File: config.mk
export PLATFORM = sky130hd
export DESIGN_NAME = bfns_ctrl
export DESIGN_NICKNAME = d
export VERILOG_FILES = /design/src/design/bfns_pkg.sv /design/src/design/bfns_ctrl.sv
export SDC_FILE = /design/constraint.sdc
export NUM_CORES = 1
export LEC_CHECK = 0
export ABC_AREA = 1
export BUFFER_PORTS_ARGS = -buffer_cell sky130_fd_sc_hd__buf_2
export CAP_MARGIN = 15
export CORE_AREA = 5 5 42 44
export CTS_CLUSTER_SIZE = 8
export DETAILED_ROUTE_END_ITERATION = 6
export DIE_AREA = 0 0 47 49
export HOLD_SLACK_MARGIN = 0.15
export MAX_ROUTING_LAYER = met4
export PLACE_DENSITY_LB_ADDON = 0.12
export SETUP_SLACK_MARGIN = 0.05
export SLEW_MARGIN = 40
export SYNTH_ARGS = -nofsm -noshare
export SYNTH_HDL_FRONTEND = slang
export SYNTH_SLANG_ARGS = --single-unit
File: constraint.sdc
create_clock -name i_clk -period 1.92 [get_ports i_clk]
set_clock_uncertainty 0.15 [all_clocks]
set_input_delay 0.096 -clock i_clk [delete_from_list [all_inputs] [get_ports i_clk]]
set_output_delay 0.096 -clock i_clk [all_outputs]
set_load 0.02 [all_outputs]
File: src/design/bfns_pkg.sv
// shared types for the best fit normal search controller and datapath
package bfns_pkg;

    typedef struct packed {
        logic load;
        logic eval;
        logic dot;
        logic sq;
        logic pp;
        logic cmp;
    } t_cmd;

    typedef struct packed {
        logic last_step;
    } t_stat;

endpackage

File: src/design/bfns_ctrl.sv
// sequencer that walks each ray step through the datapath phases
module bfns_ctrl
    import bfns_pkg::*;
(
    input  logic  i_clk,
    input  logic  i_rst_n,
    input  logic  start,
    input  t_stat i_stat,
    output t_cmd  o_cmd,
    output logic  busy,
    output logic  o_valid
);

    localparam logic [2:0] S_IDLE = 3'd0;
    localparam logic [2:0] S_EVAL = 3'd1;
    localparam logic [2:0] S_DOT  = 3'd2;
    localparam logic [2:0] S_SQ   = 3'd3;
    localparam logic [2:0] S_PP   = 3'd4;
    localparam logic [2:0] S_CMP  = 3'd5;
    localparam logic [2:0] S_DONE = 3'd6;

    logic [2:0] r_state;
    logic [2:0] n_state;

    always_comb begin
        n_state = r_state;
        unique case (r_state)
            S_IDLE: if (start) n_state = S_EVAL;
            S_EVAL: n_state = S_DOT;
            S_DOT:  n_state = S_SQ;
            S_SQ:   n_state = S_PP;
            S_PP:   n_state = S_CMP;
            S_CMP:  n_state = i_stat.last_step ? S_DONE : S_EVAL;
            S_DONE: n_state = S_IDLE;
            default: n_state = S_IDLE;
        endcase
    end

    always_ff @(posedge i_clk) begin
        if (!i_rst_n) begin
            r_state <= S_IDLE;
        end else begin
            r_state <= n_state;
        end
    end

    assign o_cmd.load = (r_state == S_IDLE) && start;
    assign o_cmd.eval = (r_state == S_EVAL);
    assign o_cmd.dot  = (r_state == S_DOT);
    assign o_cmd.sq   = (r_state == S_SQ);
    assign o_cmd.pp   = (r_state == S_PP);
    assign o_cmd.cmp  = (r_state == S_CMP);
    assign busy       = (r_state != S_IDLE);
    assign o_valid    = (r_state == S_DONE);

    a_last_done: assert property (@(posedge i_clk) disable iff (!i_rst_n)
        (r_state == S_CMP) && i_stat.last_step |=> (r_state == S_DONE))
        else $error("last step did not finish the search");

endmodule

==> results of run 1 <==
## layer usage
metal,up-vias,part of all wire,global-route usage
met4,0,0,0.0691
met1,96,0.43,0.0702
met5,-,0,-
met2,7,0.47,0.0724
met3,0,0.10,0.0148
li1,136,-,-
## worst max-delay path: cells and delay by family
kind | cells | cell delay [ns]
compound gates | 1 | 0.15
simple gates | 2 | 0.20
buf+inv | 3 | 1.19
## path summary, 6_finish.rpt
| path | start | endpoint | cells after the start |
|---|---|---|---|
| worst min-delay path | start | o_cmd[5] | 4 |
| worst min register to register | r_state[2] | r_state[2] | 4 |
| worst max register to register | r_state[2] | r_state[0] | 5 |
| worst max-delay path | i_stat | r_state[0] | 6 |
## area by class of cell
type | count | area, um2 | area share
sequential | 3 | 60.1 | 0.186
tap | 16 | 20.0 | 0.0620
clock buffer | 4 | 26.3 | 0.0814
inverter | 11 | 41.3 | 0.128
multi-input combinational | 21 | 90.1 | 0.279
timing repair buffer | 14 | 85.1 | 0.264
## power by group
| part | internal, mW | leakage (nW) | switching [mW] |
|---|---|---|---|
| Sequential | 0.0697 | 0.0247 | 0.00991 |
| Clock | 0.0779 | 0.0150 | 0.0324 |
| Combinational | 0.0329 | 0.182 | 0.0528 |
## through the flow
step / utilization / hold WS (ns) / area, um2
after detailed placement: 0.190 / 0.198 / 267
after floorplan: - / 0.0976 / 191
after global placement: 0.190 / 0.200 / 267
after global routing: 0.230 / 0.416 / 323
final: 0.230 / 0.385 / 323
after CTS: 0.230 / 0.387 / 323
## logic make-up (layout without fill, tap and decap cells)
group                  Yosys count  count (layout)  synth area share
AND/OR/NAND/NOR                 20              20             0.444
buffers and inverters           11              29             0.216
flip-flops                       3               3             0.314
AO/OA/AOI/OAI                    1               1            0.0261
## cells in the final DEF (no fill, tap or decap)
cell type	netlist	routed
clkbuf_4	0	3
dfxtp_1	3	3
dlygate4sd3_1	0	3
clkbuf_1	0	1
nand2_1	5	5
buf_2	0	11
nor2_1	8	8
nor2_2	1	1
inv_1	11	11
o21ai_0	1	1
nand3_1	6	6
==> results.json, run 1 <==
{
  "port_buffers": 11,
  "synth_edf_count": 0,
  "arrival_ns": 1.63,
  "grt_pass1_wl_um": 917,
  "ys.flop_type": "dfxtp_1",
  "n_antenna_cell": 0,
  "netlist.area_leader.share": 0.314,
  "critPathMostFrequentCell": "dlygate4sd3_1",
  "fill_cells": 171,
  "hold_violations": 0,
  "drt_iter0_markers": 1,
  "netlist_top_cells_area": "dfxtp_1 (31%), inv_1 (22%), nand3_1 (16%)",
  "timing.critical_path.cells": "dlygate4sd3_1 -> buf_2 -> o21ai_0 -> nand3_1 -> nor2_1 -> dlygate4sd3_1",
  "wirelength_um": 556,
  "core_area_um2": 1400,
  "finalPower_mw": 0.275,
  "die_area_um2": 2300,
  "reg_top3": "r_state x3",
  "rows": 14,
  "async_flop_share": 0,
  "critPathMaxFanout": 2,
  "largest_reg_flops": 3,
  "viasPerCell": 3.46,
  "cts_root_buffer": "clkbuf_4",
  "post-route-period-util": 0.836,
  "regMostFlops": "r_state",
  "avgRoutedWirePerCell_um": 8.06,
  "powerDensity_nw_per_um2": 853,
  "ir_worst_vdd_uv": 288,
  "post-synth-top-count-cell": "inv_1",
  "final_layout_size_suffix_gt1_frac": 0.283,
  "grt_setup_unrepaired": "no",
  "start_util": 0.137,
  "p_leak_nw": 0.222,
  "yosysSeqAreaShare": 0.314,
  "netlist_area_um2": 191,
  "synth_top_cell_by_area": "dfxtp_1",
  "yosys_warnings": 0,
  "worst_pin_slew_ns": 0.217,
  "grt_usage": 0.0599,
  "synth-seq-cells": 3,
  "clk_pin_slew_worst_paths_ns": 0.04,
  "antenna_found_initial": 0,
  "hold_path.class": "input port to output port",
  "fin_setup_tns_ns": 0,
  "ant_nets": 0,
  "clockBufferDepth": 2,
  "dp_hpwl_um": 440,
  "syn_nets": 39,
  "fmaxAchievable_mhz": 623,
  "fin_cells": 69,
  "post_cts_buffers": 0,
  "dpl_worst_slack_ns": 0.831,
  "io_pins": 12,
  "grt_max_degree": 8,
  "layout_setup_ws_ns": 0.314,
  "area_growth_syn_to_layout_pct": 68.6,
  "cts_tree": "done",
  "r2r_slack_ns": 0.34,
  "synth_cells": 35,
  "worst_path_max_delay_cell": "dlygate4sd3_1",
  "drtPass1Iterations": 2,
  "cp_slowest_stage_delay_ns": 0.54,
  "cts_resized": 0,
  "final_nets": 58,
  "dp.cells": 62,
  "drc": 0,
  "drv_slew": 0,
  "place_congestion": 0.637,
  "fin_crit_ns": 1.61,
  "syn_avg_cell_area_um2": 5.47,
  "setup_viol": 0,
  "run_status": "complete, no violations",
  "maxCapViolCount": 0,
  "grt_pass1_vias": 237,
  "dieWidth_um": 47,
  "relSlewSlack": 0.855,
  "clock-sinks": 3,
  "synth_common_cells": "inv_1 (11), nor2_1 (8), nand3_1 (6), nand2_1 (5), dfxtp_1 (3)",
  "synthDistinctLibCells": 7,
  "worstSetupEndpointType": "register",
  "cts_made_buffers": 3,
  "gr-total-overflow": 0,
  "cp_data_required_time_ns": 1.94,
  "ctsHoldBuffers": 3,
  "die_h_um": 49,
  "clk_latency_ns": 0.23,
  "htreeDepth": 1,
  "setup.worst_path.start_class": "input port",
  "vias": 239,
  "worst-setup-path-type": "input port to register"
}
No activity file was read; power rests on OpenSTA's default activity.
==> run 2: changes to the inputs <==
ABC_AREA = 0   (was 1)
clock period = 1.65 ns   (was 1.92 ns; I/O delays follow)
==> run 2 against run 1 <==
Net effect: power is 35% higher; combinational power rose by 59%; sequential cell count unchanged; area after synthesis up 7.2%; count of clock-buffer cells in the layout stayed put; non-clock buffer count unchanged; critical path type is now register to output port; critical endpoint is now o_cmd[5].
==> results.json, run 2 <==
{
  "run_status": "complete, no violations",
  "cts_tree": "done",
  "grt_setup_unrepaired": "no",
  "start_util": 0.146,
  "post-route-period-util": 0.893,
  "vias": 218,
  "cts_root_buffer": "clkbuf_4",
  "synth_top_cell_by_area": "dfxtp_1",
  "drt_iter0_markers": 4,
  "area_growth_syn_to_layout_pct": 54.9,
  "grt_max_degree": 11,
  "wirelength_um": 481,
  "viasPerCell": 3.63,
  "htreeDepth": 1,
  "place_congestion": 0.619,
  "finalPower_mw": 0.373,
  "hold_violations": 0,
  "synthDistinctLibCells": 17,
  "synth-seq-cells": 3,
  "clk_pin_slew_worst_paths_ns": 0.03,
  "wl_met3_um": 29,
  "hold_path_end": "r_state[2]",
  "dpl_worst_slack_ns": 0.407,
  "fill_cells": 162,
  "post-synth-top-count-cell": "nor2_1",
  "drtPass1Iterations": 4,
  "reg_top3": "r_state x3",
  "reg2reg_to": "r_state[1]",
  "syn_avg_cell_area_um2": 7.33,
  "clockBufferDepth": 2,
  "die_area_um2": 2300,
  "worst-setup-path-type": "register to output port",
  "worstSetupEndpointType": "output port",
  "final_cell_mix": "buf_2 (11), nor2_1 (6)",
  "relSlewSlack": 0.788,
  "netlist_top_cells_area": "dfxtp_1 (29%), nor2_1 (11%), buf_6 (5.5%)",
  "min-delay-start": "i_rst_n",
  "r2r-start": "r_state[0]",
  "fin_crit_ns": 1.47,
  "cp_data_required_time_ns": 1.42,
  "setup.worst_path.start_class": "register",
  "ys.flop_type": "dfxtp_1",
  "grt_pass1_vias": 218,
  "syn_nets": 32,
  "final_layout_size_suffix_gt1_frac": 0.364,
  "fin_setup_tns_ns": 0,
  "rows": 14,
  "ant_nets": 0,
  "antenna_found_initial": 0,
  "hold_depth": 3,
  "clock-sinks": 3,
  "netlist_area_um2": 205,
  "drv_slew": 0,
  "final_nets": 49,
  "gr-total-overflow": 0,
  "regMostFlops": "r_state",
  "maxCapViolCount": 0,
  "synth_common_cells": "nor2_1 (6), dfxtp_1 (3), inv_1 (3), nand2_1 (3)",
  "powerDensity_nw_per_um2": 1170,
  "arrival_ns": 1.24,
  "drc": 0,
  "r2r_slack_ns": 0.48,
  "routed.top_layer": "met3",
  "grt_usage": 0.0534,
  "setup_viol": 0,
  "io_pins": 12,
  "n_antenna_cell": 0,
  "fmaxAchievable_mhz": 678,
  "cts_resized": 0,
  "core_area_um2": 1400,
  "worst_pin_slew_ns": 0.317,
  "layout_setup_ws_ns": 0.176,
  "largest_reg_flops": 3,
  "yosys_warnings": 0,
  "synth_cells": 28,
  "cts_made_buffers": 3,
  "clk_latency_ns": 0.23,
  "hold_path.class": "input port to register",
  "wl_met2_um": 256,
  "async_flop_share": 0,
  "ff2ff_path_depth": 3,
  "netlist.area_leader.share": 0.293,
  "synth_edf_count": 0,
  "grt_pass1_wl_um": 841,
  "final_common_cell": "buf_2",
  "yosysSeqAreaShare": 0.293,
  "die_h_um": 49,
  "fin_hold_ws_ns": 0.473,
  "wl_met1_um": 195,
  "p_leak_nw": 0.161,
  "critPathMaxFanout": 8,
  "avgRoutedWirePerCell_um": 8.02,
  "dp_hpwl_um": 375,
  "dieWidth_um": 47,
  "port_buffers": 11,
  "ir_worst_vdd_uv": 327
}
## run 2: how the worst max path moves through the flow
stage,startpoint,to
after floorplan,r_state[1],o_cmd[5]
after global routing,r_state[1],o_cmd[5]
after detailed placement,r_state[2],o_cmd[5]
after global placement,r_state[2],o_cmd[5]
after CTS,r_state[2],o_cmd[5]
final,r_state[2],o_cmd[5]
## run 2: area by class of cell
type | count | area (um2) | share of cell area
Sequential cell | 3 | 60.1 | 0.189
Tap cell | 16 | 20.0 | 0.0630
Clock buffer | 4 | 26.3 | 0.0827
Timing Repair Buffer | 14 | 85.1 | 0.268
Inverter | 3 | 11.3 | 0.0354
Multi-Input combinational cell | 20 | 115 | 0.362
## run 2: cells by family after synthesis
group                  share of synthesized area
AND/OR/NAND/NOR                            0.372
buffers and inverters                      0.146
flip-flops                                 0.293
XOR/XNOR                                  0.0427
AO/OA/AOI/OAI                              0.146
## run 2: repair_timing
item / 4_1_cts / 5_1_grt
hold endpoints to repair: 3 / 0
hold buffers: 3 / 0
buffers inserted: 0 / 0
## run 2: worst max-delay path, cell delays in order (launching register included)
cell	delay, ns
dfxtp_1	0.36
or3_4	0.41
nor2_2	0.08
buf_2	0.16
## run 2: layer usage
layer  global-route usage  vias up
met3               0.0111        0
li1                     -      122
met1               0.0548       91
met2               0.0769        5
met5                    -        -
met4               0.0553        0
## run 2: stage by stage
step	util	instances	cell area (um2)
after floorplan	-	28	205
after global placement	0.187	53	262
after detailed placement	0.187	53	262
after CTS	0.227	60	318
after global routing	0.227	60	318
final	0.227	60	318
## run 2: power breakdown
part	internal [mW]	switching, mW	leakage, nW
Sequential	0.0848	0.0259	0.0247
Combinational	0.0647	0.0711	0.121
Clock	0.0905	0.0357	0.0150
Total	0.240	0.133	0.161
==> run 3: changes to the inputs <==
==> constraint.sdc (replaced) <==
create_clock -name i_clk -period 1.7 [get_ports i_clk]
set_clock_uncertainty 0.15 [all_clocks]
set_input_delay 0.34 -clock i_clk [delete_from_list [all_inputs] [get_ports i_clk]]
set_output_delay 0.34 -clock i_clk [all_outputs]
set_load 0.05 [all_outputs]
==> run 3 against run 2 <==
Net effect: via count increased by 3.7%; sequential cell count unchanged; hold slack got worse by 0.28 ns; die area unchanged; critical endpoint unchanged; largest cell class unchanged.
==> results.json, run 3 (synthesis gave the netlist of run 2 again) <==
{
  "relSlewSlack": 0.834,
  "area_growth_syn_to_layout_pct": 86.6,
  "reg_top3": "r_state x3",
  "setup_viol": 0,
  "cp_data_required_time_ns": 1.21,
  "fin_hold_ws_ns": 0.192,
  "dieWidth_um": 47,
  "start_util": 0.146,
  "ir_worst_vdd_uv": 322,
  "worst_pin_slew_ns": 0.250,
  "gr-total-overflow": 0,
  "rows": 14,
  "avgRoutedWirePerCell_um": 9.10,
  "wirelength_um": 546,
  "largest_reg_flops": 3,
  "worst-setup-path-type": "register to output port",
  "clk_latency_ns": 0.23,
  "ant_nets": 0,
  "port_buffers": 11,
  "setup.worst_path.start_class": "register",
  "die_area_um2": 2300,
  "final_cell_mix": "buf_6 (6), nor2_1 (4), buf_2 (4)",
  "p_leak_nw": 0.179,
  "worstSetupEndpointType": "output port",
  "timing.critical_path.cells": "or3_4 -> nor2_4 -> buf_8",
  "path_buf_inv": 1,
  "fin_crit_ns": 1.68,
  "die_h_um": 49,
  "hold_path.class": "input port to register",
  "final_nets": 49,
  "dp.cells": 55,
  "viasPerCell": 3.77,
  "layout_setup_ws_ns": 0.0186,
  "worst_path_max_delay_cell": "dfxtp_4",
  "grt_usage": 0.0606,
  "ctsHoldBuffers": 0,
  "crit_family": "simple AND/OR/NAND/NOR gates",
  "htreeDepth": 1,
  "clockBufferDepth": 2,
  "grt_pass1_wl_um": 924,
  "hold_violations": 0,
  "cts_made_buffers": 3,
  "vias": 226,
  "drtPass1Iterations": 4,
  "grt_max_degree": 10,
  "grt_setup_unrepaired": "yes",
  "n_antenna_cell": 0,
  "cts_root_buffer": "clkbuf_4",
  "dpl_worst_slack_ns": 0.110,
  "fin_cells": 60,
  "fin_setup_tns_ns": 0,
  "drv_slew": 0,
  "cts_tree": "done",
  "io_pins": 12,
  "arrival_ns": 1.19,
  "drc": 0,
  "regMostFlops": "r_state",
  "fmaxAchievable_mhz": 595,
  "final_common_cell": "buf_6",
  "critPathMaxFanout": 8,
  "place_congestion": 0.640,
  "maxCapViolCount": 0,
  "dp_hpwl_um": 430,
  "clk_pin_slew_worst_paths_ns": 0.04,
  "powerDensity_nw_per_um2": 1270,
  "core_area_um2": 1400,
  "antenna_found_initial": 0,
  "grt_pass1_vias": 212,
  "post-route-period-util": 0.989,
  "run_status": "complete, no violations",
  "cp_slowest_stage_delay_ns": 0.36,
  "final_layout_size_suffix_gt1_frac": 0.568,
  "clock-sinks": 3,
  "drt_iter0_markers": 7
}
==> run 3: changes by cell type in the layout (fill, tap and decap cells not counted), sizes merged <==
cell,delta
buf,+3
dlygate4sd3,-3
==> run 3: per-layer routing <==
metal	global-route usage	vias to the layer above	share of wire
met4	0.0276	0	0
met1	0.0614	95	0.41
met3	0.0590	0	0.15
met2	0.0769	10	0.44
met5	-	-	0
li1	-	121	-
==> run 3: stage by stage <==
| stage | util | area (um2) | power (mW) |
|---|---|---|---|
| after floorplan | - | 224 | 0.293 |
| after global placement | 0.208 | 292 | 0.320 |
| after detailed placement | 0.208 | 292 | 0.321 |
| after CTS | 0.246 | 345 | 0.476 |
| after global routing | 0.273 | 383 | 0.525 |
| final | 0.273 | 383 | 0.488 |
==> run 3: final cells by class <==
type                    count  area, um2
clock buffers               4       26.3
repair buffers             14        125
fillers                   172       1020
multi-input cells          20        135
inverters                   3       11.3
well taps                  16       20.0
flip-flops and latches      3       65.1
==> run 3: path summary, 6_finish.rpt <==
check,from,endpoint,slack [ns],cells past startpoint
max reg2reg,r_state[1],r_state[0],0.56,4
min,i_rst_n,r_state[1],0.19,2
max,r_state[1],o_cmd[5],0.02,3
min reg2reg,r_state[1],r_state[1],0.51,2
==> run 3: where the power goes <==
group	leakage, nW	internal (mW)	total, mW	switching (mW)
Combinational	0.138	0.102	0.260	0.158
Sequential	0.0256	0.0861	0.102	0.0160
Clock	0.0150	0.0880	0.126	0.0379
==> run 3: worst register-to-register path, delay by kind of cell (launching register included) <==
kind / cells / cell delay (ns)
AND/OR/NAND/NOR: 2 / 0.15
flip-flops: 1 / 0.36
buffers and inverters: 1 / 0.14
AO/OA/AOI/OAI: 1 / 0.22
==> run 3: what timing repair did <==
item / in CTS / in global routing
resized for setup: 8 / 14
setup buffers: 1 / 0
setup endpoints to repair: 8 / 8
pin swaps: 0 / 1
